File: src/hw/rtl/dtcw_pkg.sv
// Shared types and constants for the date/time check and weekday block.
// Holds the input and result structs plus the calendar tables.
// No dependencies.
package dtcw_pkg;

    typedef struct packed {
        logic [7:0] month;
        logic [7:0] day;
        logic [6:0] year_two_digit;
        logic [7:0] hour;
        logic [7:0] minute;
        logic [7:0] second;
    } t_in;

    typedef struct packed {
        logic        date_ok;
        logic        time_ok;
        logic [2:0]  weekday;
        logic [15:0] days_since_1978;
    } t_out;

    // Days from 1 Jan 1978 to 1 Jan 2000: 22 years, five of them leap.
    localparam logic [15:0] DAYS_TO_2000  = 16'd8035;
    localparam logic [15:0] DAYS_PER_YEAR = 16'd365;
    // 8035 mod 7; 365 mod 7 is 1, so each year advances the weekday by one.
    localparam logic [7:0]  WD_AT_2000    = 8'd6;
    // Two-digit year of 2100, the one century year in range that is not leap.
    localparam logic [6:0]  YY_2100       = 7'd100;
    localparam logic [7:0]  HOURS_PER_DAY = 8'd24;
    localparam logic [7:0]  MIN_PER_HOUR  = 8'd60;
    localparam logic [7:0]  SEC_PER_MIN   = 8'd60;
    localparam logic [7:0]  MONTHS        = 8'd12;
    localparam logic [3:0]  MON_FEB       = 4'd2;

    // Days before the first of month m in a common year.
    function automatic logic [8:0] days_before_month(input logic [3:0] m);
        logic [8:0] v;
        unique case (m)
            4'd1:    v = 9'd0;
            4'd2:    v = 9'd31;
            4'd3:    v = 9'd59;
            4'd4:    v = 9'd90;
            4'd5:    v = 9'd120;
            4'd6:    v = 9'd151;
            4'd7:    v = 9'd181;
            4'd8:    v = 9'd212;
            4'd9:    v = 9'd243;
            4'd10:   v = 9'd273;
            4'd11:   v = 9'd304;
            4'd12:   v = 9'd334;
            default: v = 9'd0;
        endcase
        return v;
    endfunction

    // Same table reduced mod 7.
    function automatic logic [2:0] days_before_month_mod7(input logic [3:0] m);
        logic [2:0] v;
        unique case (m)
            4'd1:    v = 3'd0;
            4'd2:    v = 3'd3;
            4'd3:    v = 3'd3;
            4'd4:    v = 3'd6;
            4'd5:    v = 3'd1;
            4'd6:    v = 3'd4;
            4'd7:    v = 3'd6;
            4'd8:    v = 3'd2;
            4'd9:    v = 3'd5;
            4'd10:   v = 3'd0;
            4'd11:   v = 3'd3;
            4'd12:   v = 3'd5;
            default: v = 3'd0;
        endcase
        return v;
    endfunction

    function automatic logic [4:0] month_length(input logic [3:0] m, input logic leap);
        logic [4:0] v;
        unique case (m)
            4'd2:                   v = leap ? 5'd29 : 5'd28;
            4'd4, 4'd6, 4'd9, 4'd11: v = 5'd30;
            default:                v = 5'd31;
        endcase
        return v;
    endfunction

    // Reduce an 8-bit value mod 7 by folding octal digits (8 mod 7 is 1).
    function automatic logic [2:0] mod7(input logic [7:0] x);
        logic [4:0] s1;
        logic [3:0] s2;
        logic [3:0] s3;
        s1 = 5'(x[7:6]) + 5'(x[5:3]) + 5'(x[2:0]);
        s2 = 4'(s1[4:3]) + 4'(s1[2:0]);
        s3 = 4'(s2[3]) + 4'(s2[2:0]);
        if (s3 >= 4'd7) begin
            s3 = s3 - 4'd7;
        end
        return s3[2:0];
    endfunction

endpackage

File: src/hw/rtl/date_time_check_weekday_top.sv
// Date/time range check with day count and weekday from 1 Jan 1978.
// A start transfer passes the input register, then the result register, to o_done; one item per cycle.
// busy is held low: a new item may be started in every cycle.
// Results are shown on o_result for one cycle under o_done; no stall.
// Reset (i_rst_n low, synchronous) clears the pipeline valid flags only.
// Depends on dtcw_pkg.
module date_time_check_weekday_top (
    input  logic             i_clk,
    input  logic             i_rst_n,
    input  logic             start,
    input  dtcw_pkg::t_in    i_item,
    output logic             busy,
    output logic             o_done,
    output dtcw_pkg::t_out   o_result
);

    // Input register stage
    logic            r_in_vld;
    dtcw_pkg::t_in   r_in;

    // Result register stage
    logic            r_out_vld;
    dtcw_pkg::t_out  r_out;
    dtcw_pkg::t_out  n_out;

    // Decode helpers
    logic [3:0]  mon;
    logic [6:0]  yy;
    logic        leap;
    logic        month_ok;
    logic [4:0]  mlen;
    logic        day_ok;
    logic        date_ok;
    logic        time_ok;
    logic        late_leap;
    logic [4:0]  day_m1;
    logic [5:0]  leaps_since_2000;
    logic [15:0] year_days;
    logic [15:0] days;
    logic [7:0]  wd_sum;
    logic [2:0]  wd_mod;

    // Never back-pressure the requester: the datapath is a single pass.
    assign busy = 1'b0;

    always_ff @(posedge i_clk) begin
        if (!i_rst_n) begin
            r_in_vld  <= 1'b0;
            r_out_vld <= 1'b0;
        end else begin
            r_in_vld  <= start && !busy;
            r_out_vld <= r_in_vld;
        end
    end

    // Payload registers: capture on every transfer, no reset needed.
    always_ff @(posedge i_clk) begin
        if (start && !busy) begin
            r_in <= i_item;
        end
        if (r_in_vld) begin
            r_out <= n_out;
        end
    end

    always_comb begin
        mon      = r_in.month[3:0];
        yy       = r_in.year_two_digit;
        // Within 2000..2127 only 2100 breaks the divisible-by-4 rule.
        leap     = (yy[1:0] == 2'b00) && (yy != dtcw_pkg::YY_2100);
        month_ok = (r_in.month >= 8'd1) && (r_in.month <= dtcw_pkg::MONTHS);
        mlen     = dtcw_pkg::month_length(mon, leap);
        day_ok   = (r_in.day >= 8'd1) && (r_in.day <= {3'b000, mlen});
        date_ok  = month_ok && day_ok;
        time_ok  = (r_in.hour   < dtcw_pkg::HOURS_PER_DAY) &&
                   (r_in.minute < dtcw_pkg::MIN_PER_HOUR)  &&
                   (r_in.second < dtcw_pkg::SEC_PER_MIN);

        late_leap = leap && (mon > dtcw_pkg::MON_FEB);
        day_m1    = 5'(r_in.day - 8'd1);

        // Leap years in 2000..(2000+yy-1): ceil(yy/4), less one past 2100.
        leaps_since_2000 = 6'((8'(yy) + 8'd3) >> 2) -
                           6'(yy > dtcw_pkg::YY_2100);

        year_days = 16'(yy) * dtcw_pkg::DAYS_PER_YEAR;
        days      = dtcw_pkg::DAYS_TO_2000 + year_days + 16'(leaps_since_2000) +
                    16'(dtcw_pkg::days_before_month(mon)) + 16'(late_leap) +
                    16'(day_m1);

        // Weekday from residues, avoiding a wide mod-7 on the day count.
        wd_sum = 8'(day_m1) + 8'(dtcw_pkg::days_before_month_mod7(mon)) +
                 8'(late_leap) + dtcw_pkg::WD_AT_2000 + 8'(yy) +
                 8'(leaps_since_2000);
        wd_mod = dtcw_pkg::mod7(wd_sum);

        n_out.date_ok         = date_ok;
        n_out.time_ok         = time_ok;
        // Day 0 is a Sunday, which reports as 7.
        n_out.weekday         = !date_ok ? 3'd0 : ((wd_mod == 3'd0) ? 3'd7 : wd_mod);
        n_out.days_since_1978 = date_ok ? days : 16'd0;
    end

    assign o_done   = r_out_vld;
    assign o_result = r_out;

    // Every captured item comes out on o_done in the next cycle.
    a_in_to_out: assert property (@(posedge i_clk) disable iff (!i_rst_n)
        r_in_vld |=> o_done)
        else $error("captured item did not produce a result");

    a_start_captured: assert property (@(posedge i_clk) disable iff (!i_rst_n)
        (start && !busy) |=> r_in_vld)
        else $error("started item was not captured");

    a_bad_date_zero: assert property (@(posedge i_clk) disable iff (!i_rst_n)
        (o_done && !o_result.date_ok) |->
            (o_result.weekday == 3'd0) && (o_result.days_since_1978 == 16'd0))
        else $error("invalid date with nonzero day fields");

    a_good_date_wd: assert property (@(posedge i_clk) disable iff (!i_rst_n)
        (o_done && o_result.date_ok) |->
            (o_result.weekday != 3'd0) && (o_result.days_since_1978 >= 16'd8035))
        else $error("valid date with out-of-range weekday or day count");

endmodule
File: config.mk
export PLATFORM = sky130hd
export DESIGN_NAME = date_time_check_weekday_top
export DESIGN_NICKNAME = d
export VERILOG_FILES = /design/src/hw/rtl/dtcw_pkg.sv /design/src/hw/rtl/date_time_check_weekday_top.sv
export SDC_FILE = /design/constraint.sdc
export NUM_CORES = 1
export LEC_CHECK = 0
export BUFFER_PORTS_ARGS = -buffer_cell sky130_fd_sc_hd__buf_2
export CORE_MARGIN = 1.5
export CORE_UTILIZATION = 35
export CTS_CLUSTER_DIAMETER = 80
export DETAILED_ROUTE_END_ITERATION = 10
export MAX_ROUTING_LAYER = met4
export PLACE_DENSITY = 0.63
export SYNTH_ARGS = -nofsm -noshare
export SYNTH_HDL_FRONTEND = slang
export SYNTH_SLANG_ARGS = --single-unit
File: constraint.sdc
create_clock -name i_clk -period 11.8 [get_ports i_clk]
set_input_delay 1.18 -clock i_clk [delete_from_list [all_inputs] [get_ports i_clk]]
set_output_delay 1.18 -clock i_clk [all_outputs]
set_load 0.02 [all_outputs]
==> results of run 1 <==
==> cells by family (layout without fill, tap and decap cells) <==
family / Yosys count / in the layout / share of synthesized area
xor gates and xnor gates: 30 / 30 / 0.0417
other: 1 / 1 / 0.000594
AOI/OAI and AO/OA: 89 / 89 / 0.0928
adders and majority gates: 152 / 152 / 0.357
muxes: 11 / 11 / 0.0202
buffers and inverters: 92 / 164 / 0.0605
and+or+nand+nor: 109 / 109 / 0.0920
DFF: 75 / 75 / 0.335
==> how the worst max path moves through the flow <==
stage	to	start	depth (start not counted)
6_report	o_result[18]	yy[0]	28
5_1_grt	o_result[17]	yy[0]	28
4_1_cts	o_result[18]	yy[0]	28
3_5_place_dp	o_result[18]	yy[0]	28
3_3_place_gp	o_result[18]	yy[0]	27
2_1_floorplan	o_result[18]	yy[0]	27
==> synth_stat cells, types with 3 or more instances <==
cell type | instances | area share
or2_2 | 4 | 0.0040
o21bai_1 | 5 | 0.0060
and2_1 | 5 | 0.0050
dfxtp_1 | 14 | 0.044
inv_1 | 82 | 0.049
buf_6 | 3 | 0.0054
nand2_1 | 30 | 0.018
a221oi_1 | 3 | 0.0042
fa_1 | 47 | 0.15
edfxtp_1 | 61 | 0.29
nor2b_1 | 4 | 0.0040
nor2_1 | 18 | 0.011
nand3_1 | 12 | 0.0095
o21ai_0 | 15 | 0.012
and2_4 | 3 | 0.0042
and3_1 | 4 | 0.0040
mux2i_1 | 8 | 0.013
nand4_1 | 7 | 0.0069
nor4_1 | 4 | 0.0040
xor2_1 | 9 | 0.012
ha_1 | 105 | 0.21
a21o_1 | 12 | 0.014
nor3_1 | 4 | 0.0032
buf_2 | 4 | 0.0032
o211ai_1 | 7 | 0.0083
nand2b_1 | 5 | 0.0050
xnor2_1 | 21 | 0.029
a21oi_1 | 28 | 0.022
==> layout make-up <==
class | count | area (um2)
Clock buffer | 9 | 225
Clock inverter | 7 | 67.6
Fill cell | 1671 | 10300
Inverter | 83 | 317
Multi-Input combinational cell | 392 | 3810
Sequential cell | 75 | 2110
Tap cell | 225 | 282
Timing Repair Buffer | 65 | 328
==> worst register-to-register path: cells and delay by family, from the launching register on <==
| family | cells | cell delay, ps |
|---|---|---|
| flip-flops | 1 | 620 |
| AO/OA/AOI/OAI | 7 | 1100 |
| buffers and inverters | 3 | 420 |
| XOR/XNOR | 3 | 510 |
| adder cells (fa/ha/maj) | 11 | 4260 |
| AND/OR/NAND/NOR | 4 | 1130 |
==> through the flow <==
| step | cell area [um2] | instances | utilization | hold WS, ps |
|---|---|---|---|---|
| after floorplan | 6310 | 559 | - | 544 |
| after global placement | 6850 | 840 | 0.392 | 552 |
| after detailed placement | 6850 | 840 | 0.392 | 573 |
| after CTS | 7150 | 856 | 0.409 | 582 |
| after global routing | 7150 | 856 | 0.409 | 609 |
| final | 7150 | 856 | 0.409 | 579 |
==> per-layer routing <==
metal,vias to the layer above,GRT usage,share of wire
met5,-,-,0
met2,100,0.222,0.46
li1,2084,-,-
met1,1937,0.172,0.48
met4,0,0.0380,0.015
met3,12,0.0324,0.050
==> run_results.csv, run 1 <==
group,metric,value,unit
worst_setup_path,critPathMaxFanout,8,
synth,ys_types,57,
route,drcViolationCount,0,
clocking,clk_latency,340,ps
floorplanning,die_width,137,um
floorplanning,io_pins,73,
synth,synth_edf_count,61,
timing,slew_violations,0,
global_routing,grt_overflow,0,
synth,avgSynthCellArea,11.3,um2
worst_setup_path,r2r_start,"yy[0]",
clocking,cts_tree,"built",
min_path,hold_depth,1,
timing,max_freq,0.120,GHz
global_routing,grt_max_degree,47,
clocking,post-cts-setup-buffer-count,0,
synth,synth-seq-cells,75,
timing,finalCritPeriodShare,0.707,
clocking,postCtsHoldBufs,0,
synth,synthCells,559,
cells_and_area,drive_above_1_share,0.155,
route,avgViaCountPerCell,4.83,
floorplanning,rows,48,
route,firstDrtPassIters,6,
run_status,outcome,"finished, final reports clean",
clocking,clkTransAtPathRegs,60,ps
synth,syn-cell-area,6310,um2
cells_and_area,diodes,0,
timing,finalHoldViolCount,0,
route,wl_per_cell,13.5,um
route,ant_nets,0,
cells_and_area,area_growth,13.3,%
timing,setup_violations,0,
worst_setup_path,cp-end-kind,"flip-flop",
global_routing,track_usage,0.137,
route,drtIter0Drc,168,
clocking,cts_root_buf,"clkbuf_16",
timing,rsz0062_at_grt,"no",
route,vias,4133,
worst_setup_path,cp-start-kind,"flip-flop",
place,routabilityCongestion,0.961,
floorplanning,die-area,18800,um2
clocking,clk_path_buf_depth,2,
route,finalWirelength,11600,um
worst_setup_path,r2r_end,"o_result[18]",
min_path,holdCritPathClass,"flip-flop to flip-flop",
timing,maxSlewHeadroom,0.256,
timing,fin_skew,9.83,ps
floorplanning,die_y,137,um
clocking,cts.sinks,75,
worst_setup_path,crit_required,11860,ps
place,dp_hpwl,9630,um
worst_setup_path,cp_num_buf_inv,3,
cells_and_area,fin_nets,828,
cells_and_area,final_common_cell,"ha_1",
place,dp_slack,3460,ps
worst_setup_path,cp.arrival,8400,ps
synth,async_flop_share,0,
timing,period_needed,8340,ps
worst_setup_path,cp_common_cell,"fa_1",
timing,worst_slew_pin_slew,1090,ps
worst_setup_path,cpLargestDelayFamily,"adder cells",
min_path,hp-start,"r_in[5]",
clocking,numCtsBuffers,9,
worst_setup_path,slowest_delay,620,ps
global_routing,grt_pass1_wl,19200,um
clocking,ctsResizeCount,0,
run,cap_violations,0,
timing,fin_setup_tns,0,ps
timing,worst_slack,3460,ps
min_path,min_to,"o_result[19]",
worst_setup_path,crit_type,"flip-flop to flip-flop",
floorplanning,start_util,0.361,
global_routing,grt_pass1_vias,4148,
place,io_buffers,64,
synth,synth_flop_cell,"edfxtp_1",
synth,yosysWarnings,0,
synth,synth_nets,761,
worst_setup_path,r2r_cells,28,
worst_setup_path,slowest_stage,"edfxtp_1",
synth,ys_seq_area_frac,0.335,
global_routing,grt_antenna_before_repair,0,
floorplanning,core,17500,um2
cells_and_area,final_cell_mix,"105 x ha_1, 82 x inv_1, 64 x buf_2, 61 x edfxtp_1, 47 x fa_1",
clocking,h-tree-depth,3,
worst_setup_path,r2r_setup_slack,3460,ps
Power of run 1 is left out: the tool's default activity adds up to more than one toggle a clock period on the data nets, which glitch-free logic cannot reach.
==> run 2: changes to the inputs <==
==> constraint.sdc (replaced) <==
create_clock -name i_clk -period 8.8 [get_ports i_clk]
set_input_delay 0.88 -clock i_clk [delete_from_list [all_inputs] [get_ports i_clk]]
set_output_delay 0.88 -clock i_clk [all_outputs]
set_load 0.02 [all_outputs]
==> run 2 against run 1 <==
  * Maximum frequency is 1.4% higher
  * Register-to-register slack worse by 2900 ps
  * Worst hold slack better by 7.5 ps
  * Highest routed layer unchanged
  * Critical path depth is 4 higher
  * Cell count is 0.12% higher
==> run_results.csv, run 2 (same netlist as run 1, synthesis figures left out) <==
group,metric,value,unit
cells_and_area,area_growth,13.4,%
floorplanning,die-area,18800,um2
global_routing,grt_overflow,0,
place,routabilityCongestion,0.917,
route,drtIter0Drc,154,
cells_and_area,fin_area,7150,um2
clocking,cts_root_buf,"clkbuf_16",
route,avgViaCountPerCell,4.86,
floorplanning,io_pins,73,
route,firstDrtPassIters,4,
timing,slew_violations,0,
global_routing,track_usage,0.139,
clocking,cts.sinks,75,
run_status,outcome,"finished, final reports clean",
clocking,numCtsBuffers,9,
route,ant_nets,0,
cells_and_area,drive_above_1_share,0.157,
place,dp_hpwl,9840,um
route,finalWirelength,11800,um
place,dpl_cell_area,6860,um2
clocking,h-tree-depth,3,
route,wl_per_cell,13.8,um
floorplanning,core,17500,um2
clocking,clkTransAtPathRegs,70,ps
worst_setup_path,crit_required,8860,ps
timing,fin_setup_tns,0,ps
timing,max_freq,0.121,GHz
worst_setup_path,r2r_setup_slack,570,ps
min_path,hold_depth,1,
worst_setup_path,r2r_cells,32,
cells_and_area,final_common_cell,"ha_1",
worst_setup_path,critPathMaxFanout,6,
route,drcViolationCount,0,
timing,setup_violations,0,
worst_setup_path,crit_type,"flip-flop to flip-flop",
timing,period_needed,8230,ps
timing,rsz0062_at_grt,"no",
clocking,clk_path_buf_depth,2,
cells_and_area,fin_nets,829,
global_routing,grt_antenna_before_repair,0,
timing,worst_slack,569,ps
cells_and_area,nFillCells,1671,
run,cap_violations,0,
route,vias,4161,
cells_and_area,diodes,0,
place,io_buffers,64,
worst_setup_path,cp-start-kind,"flip-flop",
global_routing,grt_pass1_vias,4230,
worst_setup_path,slowest_stage,"fa_1",
worst_setup_path,cp-end-kind,"flip-flop",
timing,maxSlewHeadroom,0.273,
global_routing,grt_pass1_wl,19500,um
floorplanning,die_y,137,um
global_routing,grt_max_degree,47,
floorplanning,start_util,0.361,
worst_setup_path,slowest_delay,580,ps
clocking,cts_tree,"built",
timing,finalHoldViolCount,0,
timing,finalCritPeriodShare,0.935,
cells_and_area,final_cell_mix,"105 x ha_1, 82 x inv_1, 64 x buf_2, 61 x edfxtp_1, 47 x fa_1",
timing,fin_skew,9.94,ps
clocking,post-cts-setup-buffer-count,0,
floorplanning,rows,48,
place,dp_slack,572,ps
min_path,holdCritPathClass,"flip-flop to flip-flop",
cells_and_area,layout.core_utilization,0.409,
worst_setup_path,cp_common_cell,"ha_1",
worst_setup_path,cp.arrival,8290,ps
clocking,postCtsHoldBufs,0,
timing,worst_slew_pin_slew,1060,ps
clocking,clk_latency,350,ps
floorplanning,die_width,137,um
run 2: worst paths after layout:
path | from | end
setup reg to reg | yy[3] | o_result[18]
hold reg to reg | r_in[4] | o_result[19]
setup / recovery | yy[3] | o_result[18]
hold / removal | r_in[4] | o_result[19]
run 2: repair_timing:
action                                  in CTS  in global routing
resized for setup                            0                  1
endpoints found under the hold margin        0                  0
endpoints found under the setup margin       0                  1
run 2: layer usage:
metal / GRT usage / up-vias / part of all wire
li1: - / 2083 / -
met1: 0.169 / 1966 / 0.47
met2: 0.232 / 97 / 0.46
met3: 0.0298 / 15 / 0.046
met4: 0.0421 / 0 / 0.015
met5: - / - / 0
run 2: cell type report:
class | count | area, um2 | share of cell area
clock buffer | 9 | 225 | 0.0315
clock inverter | 7 | 67.6 | 0.00945
inverter | 83 | 317 | 0.0443
multi-input combinational | 392 | 3810 | 0.533
sequential | 75 | 2110 | 0.295
tap | 225 | 282 | 0.0394
timing repair buffer | 66 | 335 | 0.0469
run 2: critical path: cells and delay by family (launching register included):
kind	cells	cell delay (ps)
xor+xnor	3	530
flops	1	500
buf+inv	3	430
compound gates	8	1310
fa+ha+maj	13	4560
simple gates	5	620
run 2: stage by stage:
step	hold slack (ps)	cells
after floorplan	544	559
after global placement	551	841
after detailed placement	599	841
after CTS	598	857
after global routing	613	857
final	586	857
Power of run 2 is left out for the same reason.
